$ cat src/design/tcpc_pkg.sv
`default_nettype none
// ----------------------------------------------------------------------------
// tcpc_pkg: shared types and constants of the color palette collector
// Pixel, result and outcome types, register indexes and the color compare.
// ----------------------------------------------------------------------------
package tcpc_pkg;

   localparam int TCPC_MAX_COLORS = 16;

   localparam logic [7:0] TOLERANCE_RESET = 8'd40;
   localparam logic [7:0] REFERENCE_RESET = 8'd255;

   // register indexes on the csr channel
   localparam logic [7:0] CSR_MATCH_TOLERANCE = 8'd0;
   localparam logic [7:0] CSR_REFERENCE_BLUE  = 8'd1;
   localparam logic [7:0] CSR_REFERENCE_GREEN = 8'd2;
   localparam logic [7:0] CSR_REFERENCE_RED   = 8'd3;

   typedef enum logic [1:0] {
      OUT_SKIPPED  = 2'd0,
      OUT_MATCHED  = 2'd1,
      OUT_APPENDED = 2'd2,
      OUT_DROPPED  = 2'd3
   } outcome_type;

   typedef struct packed {
      logic [7:0] blue;
      logic [7:0] green;
      logic [7:0] red;
   } pixel_type;

   typedef struct packed {
      outcome_type outcome;
      logic [3:0]  entry_index;
      logic [4:0]  stored_count;
   } result_type;

   function automatic logic [7:0] abs_diff(logic [7:0] a, logic [7:0] b);
      return (a > b) ? (a - b) : (b - a);
   endfunction

   // every channel within tolerance
   function automatic logic color_near(pixel_type a, pixel_type b, logic [7:0] tol);
      return (abs_diff(a.blue, b.blue) <= tol) &&
             (abs_diff(a.green, b.green) <= tol) &&
             (abs_diff(a.red, b.red) <= tol);
   endfunction

endpackage
`default_nettype wire

$ cat src/design/tcpc_if.sv
`default_nettype none
// ----------------------------------------------------------------------------
// tcpc_if: channel interfaces of the color palette collector
// Pixel request, result response and register write channels.
// ----------------------------------------------------------------------------
interface tcpc_req_if;
   logic       valid;
   logic       ready;
   logic       start_image;
   logic [7:0] pixel_blue;
   logic [7:0] pixel_green;
   logic [7:0] pixel_red;

   modport source (output valid, start_image, pixel_blue, pixel_green, pixel_red,
                   input ready);
   modport sink (input valid, start_image, pixel_blue, pixel_green, pixel_red,
                 output ready);
endinterface

interface tcpc_rsp_if;
   logic       valid;
   logic       ready;
   logic [1:0] outcome;
   logic [3:0] entry_index;
   logic [4:0] stored_count;

   modport source (output valid, outcome, entry_index, stored_count, input ready);
   modport sink (input valid, outcome, entry_index, stored_count, output ready);
endinterface

interface tcpc_csr_if;
   logic       valid;
   logic       ready;
   logic [7:0] index;
   logic [7:0] data;

   modport source (output valid, index, data, input ready);
   modport sink (input valid, index, data, output ready);
endinterface
`default_nettype wire

$ cat src/design/tcpc_cell.sv
`default_nettype none
// ----------------------------------------------------------------------------
// tcpc_cell: one palette entry of the compare chain
// Holds one stored color, compares the passing pixel against it and hands
// the pixel with its match flag and index on to the next cell.
// ----------------------------------------------------------------------------
module tcpc_cell
   import tcpc_pkg::*;
#(
   parameter int IDX_W      = 4,
   parameter int CNT_W      = 5,
   parameter int CELL_INDEX = 0
) (
   input  wire logic             clock,
   input  wire logic             reset,
   input  wire logic [7:0]       tolerance,
   input  wire logic [CNT_W-1:0] count,
   input  wire logic             wr_en,
   input  wire logic [IDX_W-1:0] wr_idx,
   input  wire pixel_type        wr_pix,
   input  wire logic             in_vld,
   input  wire pixel_type        in_pix,
   input  wire logic             in_found,
   input  wire logic [IDX_W-1:0] in_idx,
   output      logic             out_vld,
   output      pixel_type        out_pix,
   output      logic             out_found,
   output      logic [IDX_W-1:0] out_idx
);

   pixel_type        entry_ff;
   logic             vld_ff;
   pixel_type        pix_ff;
   logic             found_ff, found_in;
   logic [IDX_W-1:0] idx_ff, idx_in;
   logic             hit;

   // only entries below the fill count hold a color
   assign hit = (count > CNT_W'(CELL_INDEX)) && color_near(in_pix, entry_ff, tolerance);

   always_comb begin
      found_in = in_found;
      idx_in   = in_idx;
      if (!in_found && hit) begin
         found_in = 1'b1;
         idx_in   = IDX_W'(CELL_INDEX);
      end
   end

   always_ff @(posedge clock) begin
      if (wr_en && (wr_idx == IDX_W'(CELL_INDEX))) begin
         entry_ff <= wr_pix;
      end
   end

   always_ff @(posedge clock) begin
      if (reset) begin
         vld_ff <= 1'b0;
      end else begin
         vld_ff <= in_vld;
      end
   end

   always_ff @(posedge clock) begin
      pix_ff   <= in_pix;
      found_ff <= found_in;
      idx_ff   <= idx_in;
   end

   assign out_vld   = vld_ff;
   assign out_pix   = pix_ff;
   assign out_found = found_ff;
   assign out_idx   = idx_ff;

endmodule
`default_nettype wire

$ cat src/design/tolerance_color_palette_collector.sv
`default_nettype none
// ----------------------------------------------------------------------------
// tolerance_color_palette_collector: palette builder with color tolerance
// Skips pixels near the reference color, reports the lowest stored entry a
// pixel matches, appends unmatched pixels and flags drops on a full palette.
// ----------------------------------------------------------------------------
// A pixel walks down a row of MAX_COLORS cells, one cell per clock, each cell
// holding one palette entry; one pixel is in the row at a time. An accepted
// pixel passes through every cell to the tail, where the outcome is decided
// and an append is written; no new pixel is taken before then. The result
// sits in an output register with one skid slot behind it, so a stalled
// response does not block the row; the next pixel waits until its
// predecessor's result has reached the output register.
// Register writes are taken at any time and must only occur while idle.
// ----------------------------------------------------------------------------
module tolerance_color_palette_collector
   import tcpc_pkg::*;
#(
   parameter int MAX_COLORS = TCPC_MAX_COLORS
) (
   input  wire logic   clock,
   input  wire logic   reset,
   tcpc_req_if.sink    req_chan,
   tcpc_rsp_if.source  rsp_chan,
   tcpc_csr_if.sink    csr_chan
);

   localparam int IDX_W = (MAX_COLORS > 1) ? $clog2(MAX_COLORS) : 1;
   localparam int CNT_W = $clog2(MAX_COLORS + 1);

   // configuration
   logic [7:0] tol_ff;
   pixel_type  ref_ff;

   // control
   logic             busy_ff, busy_in;
   logic [CNT_W-1:0] count_ff, count_in;
   logic [CNT_W-1:0] count_eff;
   logic             ref_hit_ff;
   logic             rsp_vld_ff, rsp_vld_in;
   result_type       rsp_ff, rsp_in;
   logic             pend_vld_ff, pend_vld_in;
   result_type       pend_ff, pend_in;

   logic             req_fire;
   logic             rsp_free;
   pixel_type        req_pix;
   logic             wr_en;
   result_type       res;

   // compare chain taps
   logic             vld_chain   [0:MAX_COLORS];
   pixel_type        pix_chain   [0:MAX_COLORS];
   logic             found_chain [0:MAX_COLORS];
   logic [IDX_W-1:0] idx_chain   [0:MAX_COLORS];

   assign req_pix  = '{blue: req_chan.pixel_blue, green: req_chan.pixel_green,
                       red: req_chan.pixel_red};
   assign req_chan.ready = !busy_ff;
   assign req_fire = req_chan.valid && !busy_ff;
   assign csr_chan.ready = 1'b1;

   // a start pixel sees an empty palette from the first cell on
   assign count_eff = (req_fire && req_chan.start_image) ? '0 : count_ff;

   always_ff @(posedge clock) begin
      if (reset) begin
         tol_ff <= TOLERANCE_RESET;
         ref_ff <= '{blue: REFERENCE_RESET, green: REFERENCE_RESET,
                     red: REFERENCE_RESET};
      end else if (csr_chan.valid) begin
         case (csr_chan.index)
            CSR_MATCH_TOLERANCE: tol_ff <= csr_chan.data;
            CSR_REFERENCE_BLUE:  ref_ff.blue <= csr_chan.data;
            CSR_REFERENCE_GREEN: ref_ff.green <= csr_chan.data;
            CSR_REFERENCE_RED:   ref_ff.red <= csr_chan.data;
            default: ;
         endcase
      end
   end

   // inject the pixel at the head of the row
   assign vld_chain[0]   = req_fire;
   assign pix_chain[0]   = req_pix;
   assign found_chain[0] = 1'b0;
   assign idx_chain[0]   = '0;

   generate
      for (genvar i = 0; i < MAX_COLORS; i++) begin : g_cell
         tcpc_cell #(
            .IDX_W      (IDX_W),
            .CNT_W      (CNT_W),
            .CELL_INDEX (i)
         ) u_cell (
            .clock     (clock),
            .reset     (reset),
            .tolerance (tol_ff),
            .count     (count_eff),
            .wr_en     (wr_en),
            .wr_idx    (count_ff[IDX_W-1:0]),
            .wr_pix    (pix_chain[MAX_COLORS]),
            .in_vld    (vld_chain[i]),
            .in_pix    (pix_chain[i]),
            .in_found  (found_chain[i]),
            .in_idx    (idx_chain[i]),
            .out_vld   (vld_chain[i+1]),
            .out_pix   (pix_chain[i+1]),
            .out_found (found_chain[i+1]),
            .out_idx   (idx_chain[i+1])
         );
      end
   endgenerate

   // decide at the tail of the row
   always_comb begin
      wr_en    = 1'b0;
      count_in = count_ff;
      res      = '{outcome: OUT_SKIPPED, entry_index: 4'd0, stored_count: 5'd0};
      if (req_fire && req_chan.start_image) begin
         count_in = '0;
      end
      if (vld_chain[MAX_COLORS]) begin
         if (ref_hit_ff) begin
            res.outcome = OUT_SKIPPED;
         end else if (found_chain[MAX_COLORS]) begin
            res.outcome     = OUT_MATCHED;
            res.entry_index = 4'(idx_chain[MAX_COLORS]);
         end else if (count_ff < CNT_W'(MAX_COLORS)) begin
            res.outcome     = OUT_APPENDED;
            res.entry_index = 4'(count_ff[IDX_W-1:0]);
            wr_en           = 1'b1;
            count_in        = count_ff + CNT_W'(1);
         end else begin
            res.outcome = OUT_DROPPED;
         end
      end
      res.stored_count = 5'(count_in);
   end

   assign rsp_free = !rsp_vld_ff || rsp_chan.ready;

   always_comb begin
      rsp_in      = rsp_ff;
      rsp_vld_in  = rsp_vld_ff;
      pend_in     = pend_ff;
      pend_vld_in = pend_vld_ff;
      busy_in     = busy_ff;
      if (req_fire) begin
         busy_in = 1'b1;
      end
      if (rsp_free) begin
         if (pend_vld_ff) begin
            rsp_in      = pend_ff;
            rsp_vld_in  = 1'b1;
            pend_vld_in = 1'b0;
            busy_in     = 1'b0;
         end else if (vld_chain[MAX_COLORS]) begin
            rsp_in     = res;
            rsp_vld_in = 1'b1;
            busy_in    = 1'b0;
         end else begin
            rsp_vld_in = 1'b0;
         end
      end else if (vld_chain[MAX_COLORS]) begin
         // hold the result behind the stalled output
         pend_in     = res;
         pend_vld_in = 1'b1;
      end
   end

   always_ff @(posedge clock) begin
      if (reset) begin
         busy_ff     <= 1'b0;
         count_ff    <= '0;
         rsp_vld_ff  <= 1'b0;
         pend_vld_ff <= 1'b0;
      end else begin
         busy_ff     <= busy_in;
         count_ff    <= count_in;
         rsp_vld_ff  <= rsp_vld_in;
         pend_vld_ff <= pend_vld_in;
      end
   end

   always_ff @(posedge clock) begin
      rsp_ff  <= rsp_in;
      pend_ff <= pend_in;
      if (req_fire) begin
         ref_hit_ff <= color_near(req_pix, ref_ff, tol_ff);
      end
   end

   assign rsp_chan.valid        = rsp_vld_ff;
   assign rsp_chan.outcome      = rsp_ff.outcome;
   assign rsp_chan.entry_index  = rsp_ff.entry_index;
   assign rsp_chan.stored_count = rsp_ff.stored_count;

   logic [MAX_COLORS-1:0] chain_vld_vec;
   always_comb begin
      for (int k = 0; k < MAX_COLORS; k++) begin
         chain_vld_vec[k] = vld_chain[k+1];
      end
   end

   a_one_pixel_in_row: assert property (@(posedge clock) disable iff (reset)
      $onehot0(chain_vld_vec))
      else $error("more than one pixel in the compare row");

   a_tail_only_when_busy: assert property (@(posedge clock) disable iff (reset)
      vld_chain[MAX_COLORS] |-> busy_ff)
      else $error("pixel left the row while not busy");

   a_count_bounded: assert property (@(posedge clock) disable iff (reset)
      count_ff <= CNT_W'(MAX_COLORS))
      else $error("palette count beyond capacity");

   a_pend_behind_rsp: assert property (@(posedge clock) disable iff (reset)
      pend_vld_ff |-> (rsp_vld_ff && busy_ff))
      else $error("skid slot holds a result without a stalled output");

   a_accept_sets_busy: assert property (@(posedge clock) disable iff (reset)
      req_fire |=> (busy_ff && !req_chan.ready))
      else $error("accepted pixel did not block the request channel");

endmodule
`default_nettype wire
$ cat src/flat_wrapper.sv
// flat-port wrapper written by rule: the top's interface ports become plain ports
module tolerance_color_palette_collector_flat import tcpc_pkg::*;
#(
   parameter int MAX_COLORS = TCPC_MAX_COLORS
)
  (clock, reset, req_chan_valid, req_chan_start_image, req_chan_pixel_blue, req_chan_pixel_green, req_chan_pixel_red, req_chan_ready, rsp_chan_valid, rsp_chan_outcome, rsp_chan_entry_index, rsp_chan_stored_count, rsp_chan_ready, csr_chan_valid, csr_chan_index, csr_chan_data, csr_chan_ready);
  tcpc_req_if req_chan_i ();
  tcpc_rsp_if rsp_chan_i ();
  tcpc_csr_if csr_chan_i ();
  input  wire logic clock;
  input  wire logic reset;
  input wire logic [$bits(req_chan_i.valid)-1:0] req_chan_valid;
  input wire logic [$bits(req_chan_i.start_image)-1:0] req_chan_start_image;
  input wire logic [$bits(req_chan_i.pixel_blue)-1:0] req_chan_pixel_blue;
  input wire logic [$bits(req_chan_i.pixel_green)-1:0] req_chan_pixel_green;
  input wire logic [$bits(req_chan_i.pixel_red)-1:0] req_chan_pixel_red;
  output wire logic [$bits(req_chan_i.ready)-1:0] req_chan_ready;
  output wire logic [$bits(rsp_chan_i.valid)-1:0] rsp_chan_valid;
  output wire logic [$bits(rsp_chan_i.outcome)-1:0] rsp_chan_outcome;
  output wire logic [$bits(rsp_chan_i.entry_index)-1:0] rsp_chan_entry_index;
  output wire logic [$bits(rsp_chan_i.stored_count)-1:0] rsp_chan_stored_count;
  input wire logic [$bits(rsp_chan_i.ready)-1:0] rsp_chan_ready;
  input wire logic [$bits(csr_chan_i.valid)-1:0] csr_chan_valid;
  input wire logic [$bits(csr_chan_i.index)-1:0] csr_chan_index;
  input wire logic [$bits(csr_chan_i.data)-1:0] csr_chan_data;
  output wire logic [$bits(csr_chan_i.ready)-1:0] csr_chan_ready;
  assign req_chan_i.valid = req_chan_valid;
  assign req_chan_i.start_image = req_chan_start_image;
  assign req_chan_i.pixel_blue = req_chan_pixel_blue;
  assign req_chan_i.pixel_green = req_chan_pixel_green;
  assign req_chan_i.pixel_red = req_chan_pixel_red;
  assign req_chan_ready = req_chan_i.ready;
  assign rsp_chan_valid = rsp_chan_i.valid;
  assign rsp_chan_outcome = rsp_chan_i.outcome;
  assign rsp_chan_entry_index = rsp_chan_i.entry_index;
  assign rsp_chan_stored_count = rsp_chan_i.stored_count;
  assign rsp_chan_i.ready = rsp_chan_ready;
  assign csr_chan_i.valid = csr_chan_valid;
  assign csr_chan_i.index = csr_chan_index;
  assign csr_chan_i.data = csr_chan_data;
  assign csr_chan_ready = csr_chan_i.ready;
  tolerance_color_palette_collector #(.MAX_COLORS(MAX_COLORS)) u_core (.clock(clock), .reset(reset), .req_chan(req_chan_i), .rsp_chan(rsp_chan_i), .csr_chan(csr_chan_i));
endmodule
$ cat config.mk
export PLATFORM = sky130hd
export DESIGN_NAME = tolerance_color_palette_collector_flat
export DESIGN_NICKNAME = d
export VERILOG_FILES = /design/src/design/tcpc_pkg.sv /design/src/design/tcpc_if.sv /design/src/design/tcpc_cell.sv /design/src/design/tolerance_color_palette_collector.sv /design/src/flat_wrapper.sv
export SDC_FILE = /design/constraint.sdc
export NUM_CORES = 2
export LEC_CHECK = 0
export BUFFER_PORTS_ARGS = -buffer_cell sky130_fd_sc_hd__buf_2
export CORE_MARGIN = 8
export CORE_UTILIZATION = 45
export CTS_CLUSTER_SIZE = 40
export DETAILED_ROUTE_END_ITERATION = 16
export GPL_TIMING_DRIVEN = 1
export HOLD_SLACK_MARGIN = 0.08
export PLACE_DENSITY = 0.6
export SYNTH_ARGS = -nofsm -noshare
export SYNTH_HDL_FRONTEND = slang
export SYNTH_SLANG_ARGS = --single-unit
$ cat constraint.sdc
create_clock -name clock -period 5.75 [get_ports clock]
set_input_delay 0.2875 -clock clock [delete_from_list [all_inputs] [get_ports clock]]
set_output_delay 0.2875 -clock clock [all_outputs]
set_load 0.01 [all_outputs]
# Word level (Yosys, flattened, before mapping)

Index checks and enable logic that the tools add are counted.
Widths: inputs -> output; s select.

Order comparisons: 119
$add $sub $neg: 103
Bitwise logic cells: 1
Reductions and logical operators: 111
Multiplexer cells: 75
Eq/ne operators: 18

Operator list:

| kind                | number |
|---|---|
| $sub 8x8->8         | 102 |
| $gt 8x8->1          | 51 |
| $le 8x8->1          | 51 |
| $mux 8              | 51 |
| $logic_and 1x1->1   | 83 |
| $gt 5x4->1 const B  | 8 |
| $eq 4x4->1 const B  | 8 |
| $mux 5              | 5 |
| $mux 11             | 2 |
| $gt 5x3->1 const B  | 4 |
| $logic_not 1->1     | 17 |
| $eq 4x3->1 const B  | 4 |
| $eq 8x2->1 const B  | 2 |
| $mux 1              | 13 |
| $reduce_and 2->1    | 6 |
| $gt 5x1->1 const B  | 2 |
| $gt 5x2->1 const B  | 2 |
| $eq 4x2->1 const B  | 2 |
| $eq 8x1->1 const B  | 1 |
| $logic_not 8->1     | 1 |
| $mux 4              | 2 |
| $mux 6              | 1 |
| $add 5x1->5 const B | 1 |
| $lt 5x5->1 const B  | 1 |
| other kinds (7)     | 7 |

Logic and storage cells: 585
Bits in registers: 923
Output and inout bits: 14
Bits of input ports: 46

# Depth between registers and ports, before layout

Depth after elaboration: 10
Gate-level depth with buffers: 20
Depth with buffers taken out: 19

# Cells and area by module

A second synthesis with hierarchy kept.

Cells, all modules: 7184
Area, all modules: 69580.5 um2

Modules (own cells, without submodules):

| module                                | instances | area each (um2) | cells each | seq. area each (um2) |
|---|---|---|---|---|
| tolerance_color_palette_collector     | 1         | 4956.0          | 549        | 1491.4 |
| tcpc_cell at u_core.g_cell[11].u_cell | 1         | 4124.0          | 421        | 1321.3 |
| tcpc_cell at u_core.g_cell[1].u_cell  | 1         | 4121.5          | 418        | 1321.3 |
| tcpc_cell at u_core.g_cell[6].u_cell  | 1         | 4113.9          | 421        | 1321.3 |
| tcpc_cell at u_core.g_cell[14].u_cell | 1         | 4111.4          | 421        | 1321.3 |
| tcpc_cell at u_core.g_cell[12].u_cell | 1         | 4110.2          | 422        | 1321.3 |
| tcpc_cell at u_core.g_cell[3].u_cell  | 1         | 4093.9          | 424        | 1321.3 |
| tcpc_cell at u_core.g_cell[4].u_cell  | 1         | 4067.7          | 421        | 1321.3 |
| tcpc_cell at u_core.g_cell[8].u_cell  | 1         | 4062.6          | 419        | 1321.3 |
| tcpc_cell at u_core.g_cell[7].u_cell  | 1         | 4046.4          | 413        | 1321.3 |
| tcpc_cell at u_core.g_cell[2].u_cell  | 1         | 4017.6          | 420        | 1321.3 |
| tcpc_cell at u_core.g_cell[13].u_cell | 1         | 4008.8          | 421        | 1321.3 |
| tcpc_cell at u_core.g_cell[5].u_cell  | 1         | 3967.6          | 396        | 1321.3 |
| tcpc_cell at u_core.g_cell[9].u_cell  | 1         | 3966.3          | 412        | 1321.3 |
| +3 rows                               | n/a       | n/a             | n/a        | n/a |

# Least setup slack after synthesis

Ideal clock, no wire load.

Kind: register to register
Start: reg u_core.g_cell[7].u_cell.entry_ff[9] (netlist name)
End: reg u_core.g_cell[7].u_cell.found_ff
Stages on the path, launching flop included: 18
Data required time: 5.693 ns
Library setup time: 0.057 ns
Arrival: 3.590 ns
Path buffers: 1
Setup slack: 2.103 ns
Period minus slack after synthesis: 3.647 ns
Cell sequence: edfxtp_1 inv_1 fa_1 a21o_1 a21oi_1 nor3_1 o31ai_2 buf_4 mux2_2 a31oi_1 xnor2_1 ha_1 nand4_1 nor2_1 nand2_1 a211o_1 a221oi_1 or2_2

Cells in the longest elaborated chain, start to end: 7
Elaborated cells between the ends (all ways): 9
Those cells by class: add/sub (2); order compare (2); mux (1); reduce/logical (4)

Ends and longest elaborated chain:

| item                                      | RTL line        | text |
|---|---|---|
| from (decl)                               | tcpc_cell.sv:31 | `pixel_type entry_ff;` |
| from (signal assigned)                    | tcpc_cell.sv:52 | `entry_ff <= wr_pix;` |
| $sub 8x8->8 or $gt 8x8->1 (tied branches) | tcpc_pkg.sv:39  | `return (a > b) ? (a - b) : (b - a);` |
| $mux 8 (*)                                | tcpc_pkg.sv:39  |  |
| $le 8x8->1 (*)                            | tcpc_pkg.sv:45  | `(abs_diff(a.green, b.green) <= tol) &&` |
| $logic_and 1x1->1 (*)                     | tcpc_pkg.sv:44  | `return (abs_diff(a.blue, b.blue) <= tol) &&` |
| $logic_and 1x1->1 (*)                     | tcpc_pkg.sv:45  |  |
| $logic_and 1x1->1 (*)                     | tcpc_cell.sv:39 | `assign hit = (count > CNT_W'(CELL_INDEX)) && color_near(in_pix, entry_ff, tolerance);` |
| $logic_and 1x1->1 (*)                     | tcpc_cell.sv:44 | `if (!in_found && hit) begin` |
| to (signal assigned)                      | tcpc_cell.sv:66 | `found_ff <= found_in;` |
| to (decl)                                 | tcpc_cell.sv:34 | `logic found_ff, found_in;` |

Mark *: on every way between the ends. The rest lies on a longest branch, timed or not.
A chain may end at the register's enable or synchronous reset.

# Worst setup path after layout

Start: reg u_core.g_cell[1].u_cell.pix_ff, in the netlist u_core.g_cell[1].u_cell.out_pix[0]
End: reg u_core.g_cell[2].u_cell.found_ff

Cells in the longest elaborated chain, start to end: 6
Elaborated cells between the ends (all ways): 8
Those cells by class: add/sub (2); order compare (2); mux (1); reduce/logical (3)

Ends and longest elaborated chain:

| item                                      | RTL line        | text |
|---|---|---|
| from (decl)                               | tcpc_cell.sv:33 | `pixel_type pix_ff;` |
| from (signal assigned)                    | tcpc_cell.sv:65 | `pix_ff <= in_pix;` |
| $sub 8x8->8 or $gt 8x8->1 (tied branches) | tcpc_pkg.sv:39  |  |
| $mux 8 (*)                                | tcpc_pkg.sv:39  |  |
| $le 8x8->1 (*)                            | tcpc_pkg.sv:46  | `(abs_diff(a.red, b.red) <= tol);` |
| $logic_and 1x1->1 (*)                     | tcpc_pkg.sv:45  |  |
| $logic_and 1x1->1 (*)                     | tcpc_cell.sv:39 |  |
| $logic_and 1x1->1 (*)                     | tcpc_cell.sv:44 |  |
| to (signal assigned)                      | tcpc_cell.sv:66 |  |
| to (decl)                                 | tcpc_cell.sv:34 |  |

Marked as above.

==> results.toml <==
[timing]
hold_viol = 0
rsz0062_at_grt = "false"
period_share_pct = 82.31
fmax_mhz = 211.3
finalSetupTns_ns = 0
finalSetupViolCount = 0
period_needed_ns = 4.733
tightest_slew_ns = 1.263
slew_headroom_pct = 15.68
slew_violations = 0
fin_skew_ns = 0.02990

[power_and_ir_drop]
p_comb_share_pct = 16.0
p_sw_uw = 4524
swShare_pct = 26.95
p_int_uw = 12270
vdd_ir_drop_max_uv = 228.3
pwr_density_cell_mw_per_mm2 = 232.8
clkPwrFrac_pct = 41.7
pwr-share-seq_pct = 42.3
leakage_uw = 0.03398
p_total_uw = 16790

[clocking]
clkTransAtPathRegs_ns = 0.07
cts.sinks = 912
cts_resized = 0
numCtsBuffers = 105
htreeDepth = 3
cts_root_buf = "clkbuf_16"
clk_latency_ns = 0.71
cts_setup_buffers = 0
cts_tree = "yes"
clock_path_buffers = 3

[routing]
wire_per_inst_microns = 19.02
ant_nets = 0
drcViolationCount = 0
met2WireLength_microns = 78440
drt_wl_total_microns = 166500
vias = 47660
highest_layer = "met4"
drtPass1Iterations = 5
drtIter0Drc = 2543
wl_met1_microns = 76750
vias_per_cell = 5.444
route.met3.wl_microns = 6403

[die]
core_area_sq_mm = 0.1449
io_pins = 60
initial_core_util_pct = 45.11
dieArea_sq_mm = 0.1577
rows = 140
die_x_microns = 397.1
die_h_microns = 397.1

[grt]
antenna_found_initial = 7
grt_overflow_total = 0
grt_pass1_wl_microns = 259900
grt_max_degree = 57
grt_pass1_vias = 47365
grt_usage_pct = 20.51

[critical_path]
crit_type = "reg -> reg"
critPathCaptureType = "register"
cpPeakStageDelay_ns = 0.81
crit_path_start_kind = "register"
r2r_slack_ns = 1.02
arrival_ns = 5.34
required_ns = 6.36
cp_slowest_cell = "o21ai_0"
path_cells = "inv_1 > ha_1 > inv_1 > fa_1 > nand3_1 > a21oi_1 > o21ai_0 > buf_4 > mux2_2 > a21oi_1 > xnor2_1 > ha_1 > nand4_1 > nand2b_1 > o21ai_0 > and4b_1 > or2_2"
cp_max_fo = 8

[yosys]
syn_area_per_cell_sq_um = 9.932
synth_cell_types = 82
synth_top_area_share_pct = 22.54
yosys_most_used_dff = "dfxtp_1"
postSynthCellCount = 6579
synth_area_sq_mm = 0.06534
yosys_register_bits = 912
yosysSeqAreaShare_pct = 34.18
yosys_warnings = 0
async_flop_share_pct = 0
synth_edf_count = 407
synth_area_leaders = "ha_1, edfxtp_1, dfxtp_1"
yosysTopAreaCell = "ha_1"
synth.net_count = 7904

[outcome]
status = "finished, final reports clean"

[place]
dp_hpwl_microns = 124600
gp_congestion = 0.8783
place.port_buffers = 58
dp.cells = 8512

[run]
max-cap-violations = 0

[hold_path]
hold_class = "in -> reg"

[final_layout]
most-common-layout-cells = "ha_1, inv_1, a21oi_1"
finalNonFillerCells = 8754
final_common_cell = "ha_1"
area_growth_pct = 10.40
drive_above_1_share_pct = 8.400
nets = 8065
cell usage after synthesis, types with 9 or more instances:
library cell     n
buf_2           76
mux2_2         134
o22ai_1         31
a211oi_1        32
nor2b_1        141
and4_1          15
o41ai_1         17
o21ai_2         22
fa_1           102
mux2i_1        195
nor2_1         159
a21o_1         230
a221oi_1        30
a31oi_1         70
o21a_1          29
o22a_1           9
and3_1          68
xnor2_1        218
a21oi_1        626
ha_1          1177
o21ai_0        216
edfxtp_1       407
and2_1          18
nand2_1        161
dfxtp_1        505
a2111oi_0       20
o21ai_1         15
a22oi_1         19
nand2b_1        73
inv_1          979
o211ai_1        20
a311oi_1        17
nand3_1         72
o21bai_1        90
or2_2           75
or3_1           19
clkbuf_1        30
a211o_1         34
xor2_1          88
a221o_1         17
nand4_1        173
nor3_1          62
routing by layer:
| layer | up-vias | global-route usage (%) |
|---|---|---|
| met5 | - | 0 |
| met4 | 0 | 6.331 |
| met3 | 255 | 2.209 |
| met2 | 898 | 35.48 |
| met1 | 22880 | 26.92 |
| li1 | 23627 | - |
state kept, by name, summed over array words and instances, names as in the netlist, 2 cells and up:
name / count
u_core.g_cell.u_cell.entry_ff: 384
u_core.g_cell.u_cell.out_pix: 384
u_core.g_cell.u_cell.out_idx: 49
u_core.ref_ff: 24
u_core.g_cell.u_cell.out_found: 16
u_core.g_cell.u_cell.out_vld: 16
u_core.pend_ff: 11
u_core.tol_ff: 8
u_core.count_ff: 5
u_core.rsp_chan.stored_count: 5
u_core.rsp_chan.entry_index: 4
u_core.rsp_chan.outcome: 2
power by group through the flow:
stage / Clock, uW / Combinational, uW / Sequential, uW
floorplan: 0 / 2010 / 7140
global placement: 0 / 2580 / 7240
detailed placement: 0 / 2640 / 7240
CTS: 7180 / 2680 / 7110
global route: 7430 / 3020 / 7120
finish: 7010 / 2680 / 7100
metrics by stage:
stage                     hold WS, ns  instance area, sq um  setup slack (ns)  utilization, %
after floorplan                0.3152                 65340             2.103               -
after global placement         0.3387                 68080             1.075           46.99
after detailed placement       0.3421                 68080             1.040           46.99
after CTS                     0.08722                 72120             1.027           49.79
after global routing           0.1646                 72120            0.8025           49.79
final                          0.1560                 72130             1.017           49.79
what timing repair did:
action / in CTS / in global routing
endpoints found under the setup margin: 0 / 0
hold endpoints to repair: 61 / 0
hold buffers: 38 / 0
critical path, delay by kind of cell (launching register included):
family	cells	cell delay (ns)
AO/OA/AOI/OAI	4	1.63
multiplexers	1	0.33
adder cells (fa/ha/maj)	3	0.81
AND/OR/NAND/NOR	5	1.03
XOR/XNOR	1	0.09
flip-flops	1	0.33
buffers and inverters	3	0.40
path summary, 6_finish.rpt:
kind                                                    startpoint                            endpoint  depth (start not counted)
worst max-delay path            u_core.g_cell[1].u_cell.out_pix[0]   u_core.g_cell[2].u_cell.out_found                         17
worst max register to register  u_core.g_cell[1].u_cell.out_pix[0]   u_core.g_cell[2].u_cell.out_found                         17
worst min-delay path                                csr_chan_valid                    u_core.tol_ff[6]                          5
worst min register to register  u_core.g_cell[7].u_cell.out_pix[7]  u_core.g_cell[8].u_cell.out_pix[7]                          0
cells by family (layout without fill, tap and decap cells):
logic type                 Yosys count  in the layout  share of synthesized area, %
adders and majority gates         1279           1279                         25.66
AOI/OAI and AO/OA                 1609           1609                         15.63
other                                1              5                      0.005739
DFF                                912            912                         34.18
buffers and inverters             1093           1347                         6.459
and+or+nand+nor                   1049           1049                         8.646
muxes                              330            330                         5.319
xor gates and xnor gates           306            306                         4.102
area by class of cell:
type / instances / area (sq um)
Multi-Input combinational cell: 4574 / 38800
Inverter: 979 / 3692
Timing Repair Buffer: 168 / 1224
Clock buffer: 137 / 2998
Sequential cell: 912 / 22340
Tap cell: 1917 / 2399
Antenna cell: 4 / 10.01
Clock inverter: 63 / 670.6
Fill cell: 13261 / 72730
(Power assumes the default switching activity.)
